### config.mk
export PLATFORM = sky130hd
export DESIGN_NAME = transition_table_assembler_unit
export DESIGN_NICKNAME = d
export VERILOG_FILES = /design/src/rtl/core/ttasm_pkg.sv /design/src/rtl/core/ttasm_front.sv /design/src/rtl/core/ttasm_queue.sv /design/src/rtl/core/ttasm_back.sv /design/src/rtl/core/transition_table_assembler_unit.sv
export SDC_FILE = /design/constraint.sdc
export NUM_CORES = 1
export LEC_CHECK = 0
export ABC_AREA = 1
export BUFFER_PORTS_ARGS = -buffer_cell sky130_fd_sc_hd__buf_4
export CORE_MARGIN = 5
export CORE_UTILIZATION = 28
export CTS_CLUSTER_SIZE = 14
export DETAILED_ROUTE_END_ITERATION = 10
export PLACE_DENSITY = 0.43
export SETUP_SLACK_MARGIN = 0.3
export SLEW_MARGIN = 40
export SYNTH_ARGS = -nofsm -noshare
export SYNTH_HDL_FRONTEND = slang
export SYNTH_HIERARCHICAL = 1
export SYNTH_SLANG_ARGS = --single-unit
### constraint.sdc
create_clock -name clk -period 3.7 [get_ports clk]
set_clock_uncertainty 0.1 [all_clocks]
set_input_delay 0.74 -clock clk [delete_from_list [all_inputs] [get_ports clk]]
set_output_delay 0.74 -clock clk [all_outputs]
set_load 0.01 [all_outputs]
### src/rtl/core/ttasm_pkg.sv
package ttasm_pkg;

  // Default width of the line counter
  localparam int LINE_WIDTH_DEF = 16;

  // Number of tokens in one statement "ss,tt->nn,cc,D;"
  localparam logic [3:0] STMT_TOKENS = 4'd10;

  typedef enum logic [2:0] {
    TK_HEX,
    TK_COMMA,
    TK_SEMI,
    TK_ARROW,
    TK_DIR
  } tok_kind_t;

  typedef enum logic [2:0] {
    ST_OK,
    ST_SYNTAX,
    ST_UNTERM,
    ST_MALFORMED,
    ST_INCOMPLETE
  } status_t;

  // One classified byte, handed from the lexer to the parser
  typedef struct packed {
    logic      tok;     // a complete token was formed
    tok_kind_t kind;
    logic [7:0] data;   // hex value or direction bit
    logic      syntax;  // bad byte: lexer stops
    logic      fin;     // input ends with this byte
    logic      unterm;  // input ended inside a number or an arrow
  } ttasm_evt_t;

  localparam int EVT_W = $bits(ttasm_evt_t);

  // Token kind expected at each place of a statement
  function automatic tok_kind_t expected_kind(input logic [3:0] pos);
    tok_kind_t k;
    case (pos)
      4'd0: k = TK_HEX;
      4'd1: k = TK_COMMA;
      4'd2: k = TK_HEX;
      4'd3: k = TK_ARROW;
      4'd4: k = TK_HEX;
      4'd5: k = TK_COMMA;
      4'd6: k = TK_HEX;
      4'd7: k = TK_COMMA;
      4'd8: k = TK_DIR;
      4'd9: k = TK_SEMI;
      default: k = TK_HEX;
    endcase
    return k;
  endfunction

endpackage

### src/rtl/core/ttasm_front.sv
module ttasm_front
  import ttasm_pkg::*;
#(
  parameter int LINE_WIDTH = LINE_WIDTH_DEF
) (
  input  logic                  clk,
  input  logic                  rst_n,
  input  logic                  take,       // byte accepted this cycle
  input  logic [7:0]            in_byte,
  input  logic                  in_last,
  output ttasm_evt_t            evt,
  output logic [LINE_WIDTH-1:0] evt_line
);

  localparam logic [LINE_WIDTH-1:0] LINE_TOP = {LINE_WIDTH{1'b1}};
  localparam logic [7:0] CH_EOF   = 8'hFF;
  localparam logic [7:0] CH_LF    = 8'h0A;
  localparam logic [7:0] CH_HASH  = 8'h23;
  localparam logic [7:0] CH_DASH  = 8'h2D;
  localparam logic [7:0] CH_GT    = 8'h3E;
  localparam logic [7:0] CH_SEMI  = 8'h3B;
  localparam logic [7:0] CH_COMMA = 8'h2C;
  localparam logic [7:0] UP_MASK  = 8'hDF;
  localparam logic [7:0] DIG_OFS  = 8'd48;
  localparam logic [7:0] LET_OFS  = 8'd55;

  typedef enum logic [1:0] {
    LX_READY,
    LX_NUMBER,
    LX_ARROW,
    LX_COMMENT
  } lex_mode_t;

  lex_mode_t             mode_r, mode_nxt;
  logic [3:0]            hi_r, hi_nxt;
  logic [LINE_WIDTH-1:0] line_r, line_nxt;
  logic                  stop_r, stop_nxt;

  function automatic logic is_hex(input logic [7:0] ch);
    return (ch >= 8'd48 && ch <= 8'd57) || (ch >= 8'd65 && ch <= 8'd70) ||
           (ch >= 8'd97 && ch <= 8'd102);
  endfunction

  function automatic logic [3:0] hex_val(input logic [7:0] ch);
    logic [7:0] v;
    if (ch <= 8'd57) v = ch - DIG_OFS;
    else             v = (ch & UP_MASK) - LET_OFS;
    return v[3:0];
  endfunction

  function automatic logic is_blank(input logic [7:0] ch);
    return ch == 8'd32 || (ch >= 8'd9 && ch <= 8'd13);
  endfunction

  function automatic logic is_dir(input logic [7:0] ch);
    return ch == 8'h52 || ch == 8'h72 || ch == 8'h4C || ch == 8'h6C;
  endfunction

  // Classify the byte and work out the next lexer state
  always_comb begin
    logic handled;
    handled  = 1'b0;
    evt      = '0;
    mode_nxt = mode_r;
    hi_nxt   = hi_r;
    line_nxt = line_r;
    stop_nxt = stop_r;
    if (!stop_r) begin
      if (in_byte == CH_EOF) begin
        evt.fin    = 1'b1;
        evt.unterm = (mode_r == LX_NUMBER) || (mode_r == LX_ARROW);
        stop_nxt   = 1'b1;
      end else begin
        if (mode_r == LX_COMMENT) begin
          if (in_byte != CH_LF) handled = 1'b1;
          else                  mode_nxt = LX_READY;
        end else if (in_byte == CH_HASH) begin
          mode_nxt = LX_COMMENT;
          handled  = 1'b1;
        end
        if (!handled) begin
          if (in_byte == CH_LF && line_r != LINE_TOP) line_nxt = line_r + LINE_WIDTH'(1);
          if (is_blank(in_byte)) begin
            // skip
          end else if (mode_nxt == LX_READY && is_hex(in_byte)) begin
            hi_nxt   = hex_val(in_byte);
            mode_nxt = LX_NUMBER;
          end else if (mode_nxt == LX_NUMBER && is_hex(in_byte)) begin
            mode_nxt = LX_READY;
            evt.tok  = 1'b1;
            evt.kind = TK_HEX;
            evt.data = {hi_r, hex_val(in_byte)};
          end else if (mode_nxt == LX_READY &&
                       (in_byte == CH_SEMI || in_byte == CH_COMMA)) begin
            evt.tok  = 1'b1;
            evt.kind = (in_byte == CH_SEMI) ? TK_SEMI : TK_COMMA;
          end else if (mode_nxt == LX_READY && in_byte == CH_DASH) begin
            mode_nxt = LX_ARROW;
          end else if (mode_nxt == LX_ARROW && in_byte == CH_GT) begin
            mode_nxt = LX_READY;
            evt.tok  = 1'b1;
            evt.kind = TK_ARROW;
          end else if (mode_nxt == LX_READY && is_dir(in_byte)) begin
            evt.tok  = 1'b1;
            evt.kind = TK_DIR;
            evt.data = {7'd0, (in_byte == 8'h52 || in_byte == 8'h72)};
          end else begin
            evt.syntax = 1'b1;
            stop_nxt   = 1'b1;
          end
        end
        if (!stop_nxt && in_last) begin
          evt.fin    = 1'b1;
          evt.unterm = (mode_nxt == LX_NUMBER) || (mode_nxt == LX_ARROW);
          stop_nxt   = 1'b1;
        end
      end
    end
    evt_line = line_nxt;
  end

  // Hold lexer state; advance on each accepted beat
  always_ff @(posedge clk) begin
    if (!rst_n) begin
      mode_r <= LX_READY;
      hi_r   <= '0;
      line_r <= LINE_WIDTH'(1);
      stop_r <= 1'b0;
    end else if (take) begin
      mode_r <= mode_nxt;
      hi_r   <= hi_nxt;
      line_r <= line_nxt;
      stop_r <= stop_nxt;
    end
  end

endmodule

### src/rtl/core/ttasm_queue.sv
module ttasm_queue #(
  parameter int WIDTH = 8
) (
  input  logic             clk,
  input  logic             rst_n,
  input  logic             push,
  input  logic [WIDTH-1:0] push_data,
  output logic             full,
  input  logic             pop,
  output logic             head_valid,
  output logic [WIDTH-1:0] head_data
);

  logic [WIDTH-1:0] slot_r [2];
  logic             wptr_r, rptr_r;
  logic [1:0]       count_r;

  assign full       = (count_r == 2'd2);
  assign head_valid = (count_r != 2'd0);
  assign head_data  = slot_r[rptr_r];

  // Store pushed beats
  always_ff @(posedge clk) begin
    if (push) slot_r[wptr_r] <= push_data;
  end

  // Advance pointers and occupancy
  always_ff @(posedge clk) begin
    if (!rst_n) begin
      wptr_r  <= 1'b0;
      rptr_r  <= 1'b0;
      count_r <= 2'd0;
    end else begin
      if (push) wptr_r <= ~wptr_r;
      if (pop)  rptr_r <= ~rptr_r;
      count_r <= count_r + {1'b0, push} - {1'b0, pop};
    end
  end

endmodule

### src/rtl/core/ttasm_back.sv
module ttasm_back
  import ttasm_pkg::*;
#(
  parameter int LINE_WIDTH = LINE_WIDTH_DEF
) (
  input  logic                  clk,
  input  logic                  rst_n,
  input  logic                  head_valid,
  input  ttasm_evt_t            evt,
  input  logic [LINE_WIDTH-1:0] evt_line,
  output logic                  pop,
  output logic                  out_tvalid,
  input  logic                  out_tready,
  output logic [55:0]           out_tdata
);

  logic [3:0]            tp_r, tp_nxt;
  logic [7:0]            from_r, from_nxt;
  logic [7:0]            tape_r, tape_nxt;
  logic [7:0]            to_r, to_nxt;
  logic [7:0]            new_r, new_nxt;
  logic                  dir_r, dir_nxt;
  logic [LINE_WIDTH-1:0] ltl_r, ltl_nxt;
  status_t               err_r, err_nxt;
  logic [LINE_WIDTH-1:0] errl_r, errl_nxt;
  logic                  stop_r, stop_nxt;
  logic                  emit;

  logic                  ovalid_r;
  logic [55:0]           odata_r, odata_nxt;

  assign pop = head_valid && (!ovalid_r || out_tready);

  // Parse one event: token first, then lexer error or end of input
  always_comb begin
    logic [3:0] pos;
    pos      = '0;
    tp_nxt   = tp_r;
    from_nxt = from_r;
    tape_nxt = tape_r;
    to_nxt   = to_r;
    new_nxt  = new_r;
    dir_nxt  = dir_r;
    ltl_nxt  = ltl_r;
    err_nxt  = err_r;
    errl_nxt = errl_r;
    stop_nxt = stop_r;
    emit     = 1'b0;
    if (!stop_r) begin
      if (evt.tok) begin
        ltl_nxt = evt_line;
        if (err_r == ST_OK) begin
          pos = (tp_r >= STMT_TOKENS) ? 4'd0 : tp_r;
          if (evt.kind != expected_kind(pos)) begin
            err_nxt  = ST_MALFORMED;
            errl_nxt = evt_line;
          end else begin
            tp_nxt = pos + 4'd1;
            case (pos)
              4'd0: from_nxt = evt.data;
              4'd2: tape_nxt = evt.data;
              4'd4: to_nxt   = evt.data;
              4'd6: new_nxt  = evt.data;
              4'd8: dir_nxt  = evt.data[0];
              4'd9: begin
                tp_nxt = 4'd0;
                emit   = 1'b1;
              end
              default: ;
            endcase
          end
        end
      end
      if (evt.syntax) begin
        err_nxt  = ST_SYNTAX;
        errl_nxt = evt_line;
        stop_nxt = 1'b1;
      end
      if (evt.fin) begin
        if (evt.unterm) begin
          err_nxt  = ST_UNTERM;
          errl_nxt = evt_line;
        end else if (err_nxt == ST_OK && tp_nxt != 4'd0) begin
          err_nxt  = ST_INCOMPLETE;
          errl_nxt = ltl_nxt;
        end
        stop_nxt = 1'b1;
      end
    end
  end

  // Build the result beat
  always_comb begin
    logic [15:0] addr;
    logic [7:0]  flags;
    logic [15:0] eline;
    addr  = {from_nxt, 8'h00} + {7'd0, tape_nxt, 1'b0};
    flags = {dir_nxt, new_nxt[6:0]};
    eline = (errl_nxt > LINE_WIDTH'(16'hFFFF)) ? 16'hFFFF : 16'(errl_nxt);
    odata_nxt = {3'd0, eline, 3'(err_nxt), stop_nxt,
                 emit ? to_nxt : 8'h00, emit ? flags : 8'h00,
                 emit ? addr : 16'h0000, emit};
  end

  // Hold parser state; advance on each event taken from the queue
  always_ff @(posedge clk) begin
    if (!rst_n) begin
      tp_r   <= '0;
      from_r <= '0;
      tape_r <= '0;
      to_r   <= '0;
      new_r  <= '0;
      dir_r  <= 1'b0;
      ltl_r  <= '0;
      err_r  <= ST_OK;
      errl_r <= '0;
      stop_r <= 1'b0;
    end else if (pop) begin
      tp_r   <= tp_nxt;
      from_r <= from_nxt;
      tape_r <= tape_nxt;
      to_r   <= to_nxt;
      new_r  <= new_nxt;
      dir_r  <= dir_nxt;
      ltl_r  <= ltl_nxt;
      err_r  <= err_nxt;
      errl_r <= errl_nxt;
      stop_r <= stop_nxt;
    end
  end

  // Output register: load on pop, drop when taken
  always_ff @(posedge clk) begin
    if (!rst_n) begin
      ovalid_r <= 1'b0;
    end else if (pop) begin
      ovalid_r <= 1'b1;
    end else if (out_tready) begin
      ovalid_r <= 1'b0;
    end
  end

  always_ff @(posedge clk) begin
    if (pop) odata_r <= odata_nxt;
  end

  assign out_tvalid = ovalid_r;
  assign out_tdata  = odata_r;

`ifndef SYNTHESIS
  a_stop_holds: assert property (@(posedge clk) disable iff (!rst_n)
    stop_r |=> stop_r)
    else $error("parser stop flag cleared");

  a_err_holds: assert property (@(posedge clk) disable iff (!rst_n)
    (err_r != ST_OK) |=> (err_r != ST_OK))
    else $error("error status cleared");

  a_ok_no_line: assert property (@(posedge clk) disable iff (!rst_n)
    (err_r == ST_OK) |-> (errl_r == '0))
    else $error("error line set without error");

  a_no_emit_after_err: assert property (@(posedge clk) disable iff (!rst_n)
    (pop && err_r != ST_OK) |=> !out_tdata[0])
    else $error("entry emitted after error");
`endif

endmodule

### src/rtl/core/transition_table_assembler_unit.sv
// Transition table assembler.
// Input channel in_*: one source text byte per beat in in_tdata[7:0];
// in_tlast marks end of input after that byte, and a 0xFF byte ends it too.
// Output channel out_*: exactly one result beat for every input beat, in
// order. A result carries entry_valid, the table entry of a statement that
// completed with that byte (address, flags, next state), the done flag,
// the status code and the error line.
// A byte's event is written into the queue when the byte is accepted;
// the parser takes it from the queue head and loads the output register.
// Throughput: one byte per cycle while the receiver keeps up; the lexer
// classifies a byte combinationally and the parser consumes one queued
// event per cycle. A two-entry queue sits between lexer and parser, and
// an output register follows the parser; when the receiver stalls, the
// queue fills and in_tready drops once both entries are taken.
// Reset (rst_n low, synchronous) clears the lexer, the parser, the queue
// and the output valid flag; the line counter restarts at 1.
// After end of input or a syntax error, bytes are still accepted and
// answered with the held status and done set.
module transition_table_assembler_unit
  import ttasm_pkg::*;
#(
  parameter int LINE_WIDTH = LINE_WIDTH_DEF
) (
  input  logic        clk,
  input  logic        rst_n,
  input  logic        in_tvalid,
  output logic        in_tready,
  input  logic [7:0]  in_tdata,   // [7:0] in_byte
  input  logic        in_tlast,   // in_last
  output logic        out_tvalid,
  input  logic        out_tready,
  // [0] entry_valid, [16:1] entry_addr, [24:17] entry_flags,
  // [32:25] entry_next, [33] done_res, [36:34] status, [52:37] error_line
  output logic [55:0] out_tdata
);

  localparam int QW = LINE_WIDTH + EVT_W;

  ttasm_evt_t            f_evt, b_evt;
  logic [LINE_WIDTH-1:0] f_line, b_line;
  logic                  take, q_full, q_valid, q_pop;
  logic [QW-1:0]         q_head;

  assign in_tready = !q_full;
  assign take      = in_tvalid && in_tready;

  ttasm_front #(.LINE_WIDTH(LINE_WIDTH)) u_front (
    .clk      (clk),
    .rst_n    (rst_n),
    .take     (take),
    .in_byte  (in_tdata),
    .in_last  (in_tlast),
    .evt      (f_evt),
    .evt_line (f_line)
  );

  ttasm_queue #(.WIDTH(QW)) u_queue (
    .clk        (clk),
    .rst_n      (rst_n),
    .push       (take),
    .push_data  ({f_line, f_evt}),
    .full       (q_full),
    .pop        (q_pop),
    .head_valid (q_valid),
    .head_data  (q_head)
  );

  assign b_evt  = q_head[EVT_W-1:0];
  assign b_line = q_head[QW-1:EVT_W];

  ttasm_back #(.LINE_WIDTH(LINE_WIDTH)) u_back (
    .clk        (clk),
    .rst_n      (rst_n),
    .head_valid (q_valid),
    .evt        (b_evt),
    .evt_line   (b_line),
    .pop        (q_pop),
    .out_tvalid (out_tvalid),
    .out_tready (out_tready),
    .out_tdata  (out_tdata)
  );

endmodule
==> results.sh, run 1 <==
export IMPL_dpl_cell_area_um2=12200
export IMPL_ys_types=47
export IMPL_clock_sinks=215
export IMPL_rsz0062_at_grt="false"
export IMPL_htree_levels=1
export IMPL_maxCapViolations=0
export IMPL_fin_cells=1941
export IMPL_post_synth_top_area_cell="edfxtp_1"
export IMPL_fin_ws_ns=0.652
export IMPL_routed_wirelength_mm=27.2
export IMPL_post_cts_setup_buffer_count=0
export IMPL_maxSlewHeadroom_pct=44.1
export IMPL_grt_pass1_wl_mm=44.9
export IMPL_drive_above_1_share_pct=17.1
export IMPL_netlist_instances=1339
export IMPL_status="finished clean"
export IMPL_grt_max_degree=113
export IMPL_critPathMaxFanout=17
export IMPL_area_growth_pct=17.1
export IMPL_max_freq_mhz=328
export IMPL_synth_seq_cells=215
export IMPL_critPathArrivalTime_ns=3.31
export IMPL_pre_cts_slack_ns=0.443
export IMPL_vdd_drop_max_mv=0.437
export IMPL_die_area_um2=44000
export IMPL_nNetsFinal=1423
export IMPL_core_um2=39600
export IMPL_num_io_pins=71
export IMPL_die_h_um=210
export IMPL_dp_cells=1895
export IMPL_via_count=8659
export IMPL_r2r_slack_ns=0.65
export IMPL_rows=73
export IMPL_clk_latency_ns=0.54
export IMPL_final_common_cell="nand2_1"
export IMPL_clk_pin_slew_worst_paths_ns=0.06
export IMPL_antenna_cells=0
export IMPL_cts_root_buffer="clkbuf_16"
export IMPL_synth_top_area_share_pct=30.6
export IMPL_yosysSeqAreaShare_pct=48.7
export IMPL_wl_per_cell_um=14.0
export IMPL_grtUsageTotal_pct=12.3
export IMPL_clk_path_buf_depth=3
export IMPL_die_x_um=210
export IMPL_tritoncts="yes"
export IMPL_ant_nets=0
export IMPL_gr_total_overflow=0
export IMPL_cts_buffers=25
export IMPL_setup_viol=0
export IMPL_worstMarginPinSlew_ns=0.837
export IMPL_final_cell_mix="nand2_1, inv_1, nor2_1, edfxtp_1, dfxtp_1"
export IMPL_via_per_inst=4.46
export IMPL_cp_required_ns=3.97
export IMPL_antenna_found_initial=0
export IMPL_drt_iter0_drc=474
export IMPL_final_util_pct=33.0
export IMPL_fin_crit_sh_pct=82.4
export IMPL_drt_pass1_iter_count=4
export IMPL_crit_type="flip-flop to flip-flop"
export IMPL_crit_path_end_kind="flip-flop"
export IMPL_cellLeakagePower_nw=5.81
export IMPL_fin_hold_ws_ns=0.361
export IMPL_hp_class="flip-flop to flip-flop"
export IMPL_hold_viol=0
export IMPL_drv_slew=0
export IMPL_start_kind="flip-flop"
export IMPL_cts_hold_buf=0
export IMPL_synth_area_per_cell_um2=8.35
export IMPL_drc=0
export IMPL_grt_pass1_vias=8390
export IMPL_finalPower_mw=10.8
export IMPL_initial_core_util_pct=28.2
export IMPL_io_buffers=66
export IMPL_dp_hpwl_mm=18.5
export IMPL_fin_crit_ns=3.05
export IMPL_final_area_um2=13100
export IMPL_fin_setup_tns_ns=0
export IMPL_yosysWarnings=6
export IMPL_p_per_area_nw_per_um2=822
export IMPL_synth_area_top_cells="edfxtp_1, dfxtp_1, nand2_1"
export IMPL_synthesis_area_um2=11200
export IMPL_gp_congestion=0.803
timing repair:
action,in CTS,in global routing
setup endpoints to repair,0,39
gates resized for setup,0,4
endpoints found under the hold margin,0,0
sequential cells by signal, indices dropped and copies added, names as in the netlist, 7 cells and up, named ones only:
register and flops:
u_front/line_r 16, u_back/tape_r 8, u_back/new_r 7, u_back/ltl_r 16
u_back/out_tdata 52, u_back/errl_r 16, u_back/to_r 8, u_back/from_r 8
u_queue/slot_r 62
Yosys cell counts, drive strengths merged:
master and count:
a211oi 1, a21oi 91, a22oi 16, buf 20, clkbuf 36, clkinv 3
conb 1, dfxtp 101, edfxtp 114, ha 13, inv 229, mux2 31
mux2i 5, nand2 249, nand3 85, nand3b 7, nand4 14, nor2 138
nor3 11, nor4 3, o211ai 20, o21a 8, o21ai 125, o21bai 2
o221ai 1, or2 1, xor2 14
path summary, 6_finish.rpt:
kind	startpoint	endpoint	cells past startpoint
setup / recovery	flip-flop	u_back/out_tdata[47]	14
hold / removal	u_front/hi_r[3]	u_front/hi_r[3]	2
setup reg to reg	flip-flop	u_back/out_tdata[47]	14
hold reg to reg	u_front/hi_r[3]	u_front/hi_r[3]	2
cell families (layout without fill, tap and decap cells):
family,after synthesis,count (layout),share of synthesized area (%)
AOI/OAI and AO/OA,264,264,13.1
xor gates and xnor gates,14,14,1.10
adders and majority gates,13,13,1.46
buffers and inverters,288,362,10.4
DFF,215,215,48.7
muxes,36,36,3.57
other,1,4,0.0336
and+or+nand+nor,508,508,21.6
layout make-up:
class	instances	area (um^2)
sequential	215	5450
inverter	232	877
clock buffer	35	683
timing repair buffer	84	656
fill	4178	26500
clock inverter	11	183
tap	525	657
multi-input combinational	839	4590
metal layers:
layer	wire (um)	track usage [%]	vias up	part of all wire, %
met5	0	0	-	0
met4	515	3.35	0	1.9
met3	923	1.46	36	3.4
met2	11700	19.1	129	43
met1	14100	18.0	3988	52
li1	-	-	4506	-
worst max-delay path: stages, from the launching register on:
cell     delay (ns)
dfxtp_1        0.54
mux2_2         0.39
nand2_1        0.07
nand2_1        0.05
inv_1          0.05
nand3_1        0.10
nor2_4         0.23
inv_2          0.08
nand2_1        0.09
nand2_2        0.08
nor2_4         0.43
nand2_4        0.27
nand2_1        0.11
nand3_1        0.09
a22oi_1        0.19
power by group:
group	total, mW	switching [mW]	internal, mW
Sequential	3.81	0.342	3.46
Clock	2.60	1.01	1.58
Combinational	4.35	2.81	1.54
Note: power is estimated with default switching activity, not from simulation.
==> inputs of run 2 (changes only) <==
--- a/config.mk
+++ b/config.mk
@@ -11,7 +11,7 @@
 export CORE_UTILIZATION = 28
 export CTS_CLUSTER_SIZE = 14
 export DETAILED_ROUTE_END_ITERATION = 10
-export PLACE_DENSITY = 0.43
+export PLACE_DENSITY = 0.44
 export SETUP_SLACK_MARGIN = 0.3
 export SLEW_MARGIN = 40
 export SYNTH_ARGS = -nofsm -noshare
==> constraint.sdc (replaced) <==
create_clock -name clk -period 2.5 [get_ports clk]
set_clock_uncertainty 0.1 [all_clocks]
set_input_delay 0.5 -clock clk [delete_from_list [all_inputs] [get_ports clk]]
set_output_delay 0.5 -clock clk [all_outputs]
set_load 0.01 [all_outputs]
==> run 2 against run 1 <==
Compared with the run above:
- final cell count rose by 3.9%
- power rose by 73%
- die area did not move
- sequential power rose by 49%
- maximum frequency rose by 19%
- the run now ends with negative setup slack left
- setup slack got worse by 0.72 ns
- routed wire length rose by 8.8%
- highest routed layer unchanged
- non-clock buffer count rose by 71
- global-route usage rose by 0.61 points
- sequential share of layout area fell by 4.2 points
- via count rose by 5.2%
==> results.sh, run 2 (synthesis gave the netlist of run 1 again) <==
export IMPL_setup_viol=12
export IMPL_htree_levels=1
export IMPL_r2r_slack_ns=-0.06
export IMPL_fin_cells=2016
export IMPL_drv_slew=0
export IMPL_cts_buffers=25
export IMPL_die_area_um2=44000
export IMPL_slowest_delay_ns=0.35
export IMPL_fin_crit_ns=2.56
export IMPL_clk_path_buf_depth=3
export IMPL_max_freq_mhz=390
export IMPL_vdd_drop_max_mv=0.682
export IMPL_gr_total_overflow=0
export IMPL_fin_hold_ws_ns=0.167
export IMPL_rsz0062_at_grt="true"
export IMPL_clk_pin_slew_worst_paths_ns=0.06
export IMPL_largest_reg_flops=62
export IMPL_p_int_mw=11.3
export IMPL_area_growth_pct=30.7
export IMPL_grt_pass1_wl_mm=46.6
export IMPL_pre_cts_slack_ns=-0.179
export IMPL_combPwrFrac_pct=49.0
export IMPL_nNetsFinal=1499
export IMPL_rows=73
export IMPL_cp_common_cell="nand2_2"
export IMPL_critPathMaxFanout=7
export IMPL_drc=0
export IMPL_tritoncts="yes"
export IMPL_p_switching_mw=7.34
export IMPL_core_um2=39600
export IMPL_failed_checks="negative setup slack"
export IMPL_die_x_um=210
export IMPL_worstMarginPinSlew_ns=0.627
export IMPL_clk_latency_ns=0.53
export IMPL_crit_type="flip-flop to flip-flop"
export IMPL_cellLeakagePower_nw=6.38
export IMPL_status="complete, but fails checks"
export IMPL_cp_cell_sequence="o21ai_4 -> nand2_2 -> ha_2 -> nand2_2 -> nand2_1 -> nand2_1 -> nand2_2 -> nor2_4 -> nand2_4 -> buf_4 -> nand2_1 -> nand2_2 -> nor2_4 -> nand2_8 -> buf_12 -> buf_16 -> nand3_2 -> nand3_2 -> a22oi_2"
export IMPL_dp_cells=1940
export IMPL_drt_pass1_iter_count=5
export IMPL_r2r_start="u_back/tp_r[2]"
export IMPL_via_count=9112
export IMPL_via_per_inst=4.52
export IMPL_critPathLaunch="u_back/tp_r[2]"
export IMPL_maxSlewHeadroom_pct=58.2
export IMPL_critPathArrivalTime_ns=2.81
export IMPL_clock_power_share_pct=20.6
export IMPL_p_sw_share_pct=39.4
export IMPL_hold_start="out_tready"
export IMPL_grtUsageTotal_pct=12.9
export IMPL_p_per_area_nw_per_um2=1270
export IMPL_ant_nets=0
export IMPL_gp_congestion=0.829
export IMPL_clock_sinks=215
export IMPL_drive_above_1_share_pct=30.2
export IMPL_io_buffers=66
export IMPL_cts_root_buffer="clkbuf_16"
export IMPL_worst_path_max_delay_cell="dfxtp_4"
export IMPL_crit_path_end_kind="flip-flop"
export IMPL_final_common_cell="inv_1"
export IMPL_initial_core_util_pct=28.2
export IMPL_dp_hpwl_mm=18.8
export IMPL_fin_ws_ns=-0.0629
export IMPL_max_flop_register="u_queue/slot_r"
export IMPL_drt_iter0_drc=524
export IMPL_wl_per_cell_um=14.7
export IMPL_num_io_pins=71
export IMPL_final_cell_mix="inv_1, nand2_1, buf_4, edfxtp_1, nor2_1"
export IMPL_maxCapViolations=0
export IMPL_hp_class="input pin to flip-flop"
export IMPL_routed_wirelength_mm=29.6
export IMPL_hold_viol=0
export IMPL_start_kind="flip-flop"
export IMPL_seq_power_share_pct=30.4
export IMPL_antenna_found_initial=0
export IMPL_die_h_um=210
export IMPL_fin_crit_sh_pct=103
export IMPL_antenna_cells=0
export IMPL_grt_pass1_vias=8490
export IMPL_grt_max_degree=113
export IMPL_cp_required_ns=2.75
[run 2: changes by cell type in the layout (fill, tap and decap cells not counted), moves of 13 or more]
cell	previous run	this run
nand3_1	71	44
nor2_2	11	24
nand2_2	18	42
nand3_2	12	38
o21ai_0	99	80
a21oi_1	89	76
nor2_1	118	100
nand2_1	225	196
buf_4	82	130
[run 2: layout make-up]
class,count,area (um^2)
clock buffers,26,629
clock inverters,19,228
fillers,4095,25000
inverters,232,890
multi-input cells,842,5310
flip-flops and latches,215,5460
well taps,525,657
repair buffers,155,1420
repair inverters,2,17.5
[run 2: worst max-delay path, delay by kind of cell, from the launching register on]
family / cells / cell delay (ns)
AND/OR/NAND/NOR: 13 / 1.01
buffers and inverters: 3 / 0.42
flip-flops: 1 / 0.35
AO/OA/AOI/OAI: 2 / 0.32
adder cells (fa/ha/maj): 1 / 0.17
[run 2: final timing paths]
check	endpoint	cells past startpoint
worst max-delay path	u_back/out_tdata[39]	19
worst min-delay path	u_back/out_tvalid	4
worst max register to register	u_back/out_tdata[39]	19
worst min register to register	u_front/hi_r[3]	2
[run 2: what timing repair did]
action | in CTS | in global routing
hold buffers | 0 | 0
buffers inserted | 17 | 6
cloned | 3 | 5
pin swaps | 18 | 34
gates resized for setup | 86 | 94
setup endpoints to repair | 92 | 132
[run 2: routing by layer]
| metal | GRT usage, % | wire length [um] |
|---|---|---|
| met5 | 0 | 0 |
| met4 | 2.99 | 454 |
| met3 | 2.05 | 1330 |
| met2 | 20.5 | 13100 |
| met1 | 18.5 | 14800 |
[run 2: through the flow]
step	total power, mW	TNS [ns]	util (%)	instance area (um^2)
2_1_floorplan	10.4	-1.80	-	11300
3_3_place_gp	13.0	-1.84	32.1	12700
3_5_place_dp	13.0	-3.40	32.1	12700
4_1_cts	18.2	-0.462	35.5	14100
5_1_grt	20.0	-5.00	36.9	14600
6_report	18.6	-0.350	36.9	14600
[run 2: power by group through the flow]
stage | clock network, mW | logic, mW | registers [mW]
after global routing | 4.13 | 10.0 | 5.79
after global placement | 0 | 7.32 | 5.67
after floorplan | 0 | 4.63 | 5.80
final | 3.84 | 9.11 | 5.66
after CTS | 3.97 | 8.58 | 5.63
after detailed placement | 0 | 7.35 | 5.68
==> inputs of run 3 (changes only) <==
--- a/config.mk
+++ b/config.mk
@@ -5,7 +5,6 @@
 export SDC_FILE = /design/constraint.sdc
 export NUM_CORES = 1
 export LEC_CHECK = 0
-export ABC_AREA = 1
 export BUFFER_PORTS_ARGS = -buffer_cell sky130_fd_sc_hd__buf_4
 export CORE_MARGIN = 5
 export CORE_UTILIZATION = 28
==> run 3 against run 2 <==
Compared with the run above:
- the flow still finishes with violations (negative setup slack)
- sequential power fell by 9.9%
- register-to-register slack got worse by 0.57 ns
- first-iteration DRC count fell by 18%
- flip-flop and latch count did not move
- clock-buffer cell count rose by 9
- core utilization rose by 2.6 points
- global-route usage rose by 0.74 points
- synthesized cell count fell by 20%
- clock power barely moved
- cell area rose by 7.4%
- via count fell by 2.4%
- combinational power fell by 22%
- critical path type unchanged
- critical endpoint is now u_back/out_tdata[15]
- largest cell class is now multi-input combinational cells
- largest power group unchanged
==> results.sh, run 3 <==
export IMPL_synth_top_area_share_pct=30.4
export IMPL_io_buffers=66
export IMPL_rows=73
export IMPL_rsz0062_at_grt="true"
export IMPL_status="complete, but fails checks"
export IMPL_critPathArrivalTime_ns=3.31
export IMPL_via_per_inst=4.86
export IMPL_async_flop_share_pct=0
export IMPL_antenna_found_initial=0
export IMPL_final_common_cell="buf_4"
export IMPL_dp_hpwl_mm=19.8
export IMPL_largest_reg_flops=62
export IMPL_crit_path_end_kind="flip-flop"
export IMPL_area_growth_pct=39.2
export IMPL_drt_pass1_iter_count=5
export IMPL_core_um2=39800
export IMPL_cts_hold_buf=0
export IMPL_fin_crit_sh_pct=125
export IMPL_synth_area_per_cell_um2=10.5
export IMPL_die_x_um=211
export IMPL_cp_required_ns=2.68
export IMPL_setup_viol=84
export IMPL_synth_common_cells="edfxtp_1, dfxtp_1, nand2_1, nor2_1, mux2i_1"
export IMPL_max_freq_mhz=319
export IMPL_wl_per_cell_um=16.9
export IMPL_grt_pass1_wl_mm=49.4
export IMPL_seq_area_um2=5470
export IMPL_maxCapViolations=0
export IMPL_p_per_area_nw_per_um2=1020
export IMPL_synth_ff_type="edfxtp_1"
export IMPL_dpl_cell_area_um2=13600
export IMPL_ant_nets=0
export IMPL_ys_types=79
export IMPL_cts_root_buffer="clkbuf_16"
export IMPL_nNetsFinal=1311
export IMPL_gp_congestion=0.774
export IMPL_start_kind="flip-flop"
export IMPL_synth_most_common_cell="edfxtp_1"
export IMPL_cellLeakagePower_nw=6.14
export IMPL_final_area_um2=15700
export IMPL_hold_viol=0
export IMPL_reg2reg_depth=14
export IMPL_die_area_um2=44400
export IMPL_grtUsageTotal_pct=13.6
export IMPL_critPathMaxFanout=5
export IMPL_yosysSeqAreaShare_pct=48.3
export IMPL_num_io_pins=71
export IMPL_clk_pin_slew_worst_paths_ns=0.06
export IMPL_gr_total_overflow=0
export IMPL_synth_edff_count=114
export IMPL_grt_pass1_vias=8797
export IMPL_pre_cts_slack_ns=-0.774
export IMPL_clock_sinks=215
export IMPL_dp_cells=1739
export IMPL_drive_above_1_share_pct=38.0
export IMPL_netlist_instances=1076
export IMPL_via_count=8895
export IMPL_synth_seq_cells=215
export IMPL_yosysWarnings=6
export IMPL_grt_max_degree=43
export IMPL_max_flop_register="u_queue/slot_r"
export IMPL_routed_wirelength_mm=31.0
export IMPL_failed_checks="negative setup slack"
export IMPL_fin_ws_ns=-0.633
export IMPL_maxSlewHeadroom_pct=66.0
export IMPL_worstMarginPinSlew_ns=0.510
export IMPL_synthesis_area_um2=11300
export IMPL_clk_path_buf_depth=3
export IMPL_final_cell_mix="buf_4, edfxtp_1, nand2_1, dfxtp_1, nor2_1"
export IMPL_multi_input_area_um2=6240
export IMPL_initial_core_util_pct=28.3
export IMPL_antenna_cells=0
export IMPL_drt_iter0_drc=431
export IMPL_drc=0
export IMPL_post_synth_top_area_cell="edfxtp_1"
export IMPL_htree_levels=1
export IMPL_fin_cells=1830
export IMPL_worstHoldPathCells=3
export IMPL_hp_class="input pin to flip-flop"
export IMPL_crit_type="flip-flop to flip-flop"
export IMPL_die_h_um=211
export IMPL_cts_buffers=26
export IMPL_synth_area_top_cells="edfxtp_1, dfxtp_1, mux2i_1"
export IMPL_vdd_drop_max_mv=0.571
export IMPL_drv_slew=0
export IMPL_tritoncts="yes"
export IMPL_clk_latency_ns=0.53
export IMPL_fin_crit_ns=3.13
export IMPL_fill_cells=3927
-- run 3: where the power goes --
| part | internal, mW | switching (mW) |
|---|---|---|
| logic | 3.29 | 3.77 |
| registers | 4.73 | 0.373 |
| clock network | 2.38 | 1.49 |
-- run 3: worst paths after layout --
path	from	endpoint	slack [ns]
setup reg to reg	flip-flop	u_back/out_tdata[15]	-0.63
hold reg to reg	u_back/to_r[3]	u_back/to_r[3]	0.36
setup / recovery	flip-flop	u_back/out_tdata[15]	-0.63
hold / removal	out_tready	u_back/out_tvalid	0.17
-- run 3: cell type report --
cell class	count	area share (%)
Tap cell	525	4.19
Inverter	19	0.470
Multi-Input combinational cell	770	39.8
Clock inverter	13	1.04
Sequential cell	215	34.8
Clock buffer	35	4.50
Timing Repair Buffer	253	15.2
-- run 3: timing repair --
| action | 4_1_cts | 5_1_grt |
|---|---|---|
| setup endpoints to repair | 148 | 155 |
| cloned | 6 | 1 |
| pin swaps | 42 | 58 |
| hold endpoints to repair | 0 | 0 |
| setup buffers | 24 | 12 |
| resized for setup | 119 | 79 |
-- run 3: routing by layer --
metal,vias to the layer above,GRT usage (%),share of wire (%)
met2,142,21.0,44
met3,43,1.87,3.3
met1,4320,20.1,50
met4,0,3.69,2.1
met5,-,0,0
li1,4390,-,-
-- run 3: cell families after synthesis --
kind of cell	share of synthesized area [%]
adder cells (fa/ha/maj)	1.44
AO/OA/AOI/OAI	13.2
AND/OR/NAND/NOR	19.1
multiplexers	10.4
other	0.0333
buffers and inverters	3.77
XOR/XNOR	3.70
flip-flops	48.3
-- run 3: worst max-delay path: stages (launching register included) --
cell and delay [ns]:
dfxtp_4 0.37, mux2_4 0.34, xnor2_2 0.14, nor3_2 0.07, o32ai_2 0.35, buf_12 0.17
nor3_4 0.04, and3b_2 0.23, mux2_4 0.32, ha_4 0.17, ha_4 0.15, and3_4 0.18
nand3_2 0.07, xor2_1 0.14, nor2_1 0.05
-- run 3: through the flow --
step / hold slack [ns] / util [%] / setup TNS, ns / power (mW)
global placement: 0.340 / 34.2 / -41.52 / 11.2
CTS: 0.138 / 38.3 / -25.42 / 15.8
detailed placement: 0.346 / 34.2 / -47.71 / 11.2
global route: 0.168 / 39.4 / -34.86 / 17.0
finish: 0.168 / 39.4 / -26.34 / 16.0
floorplan: 0.334 / - / -20.19 / 8.69
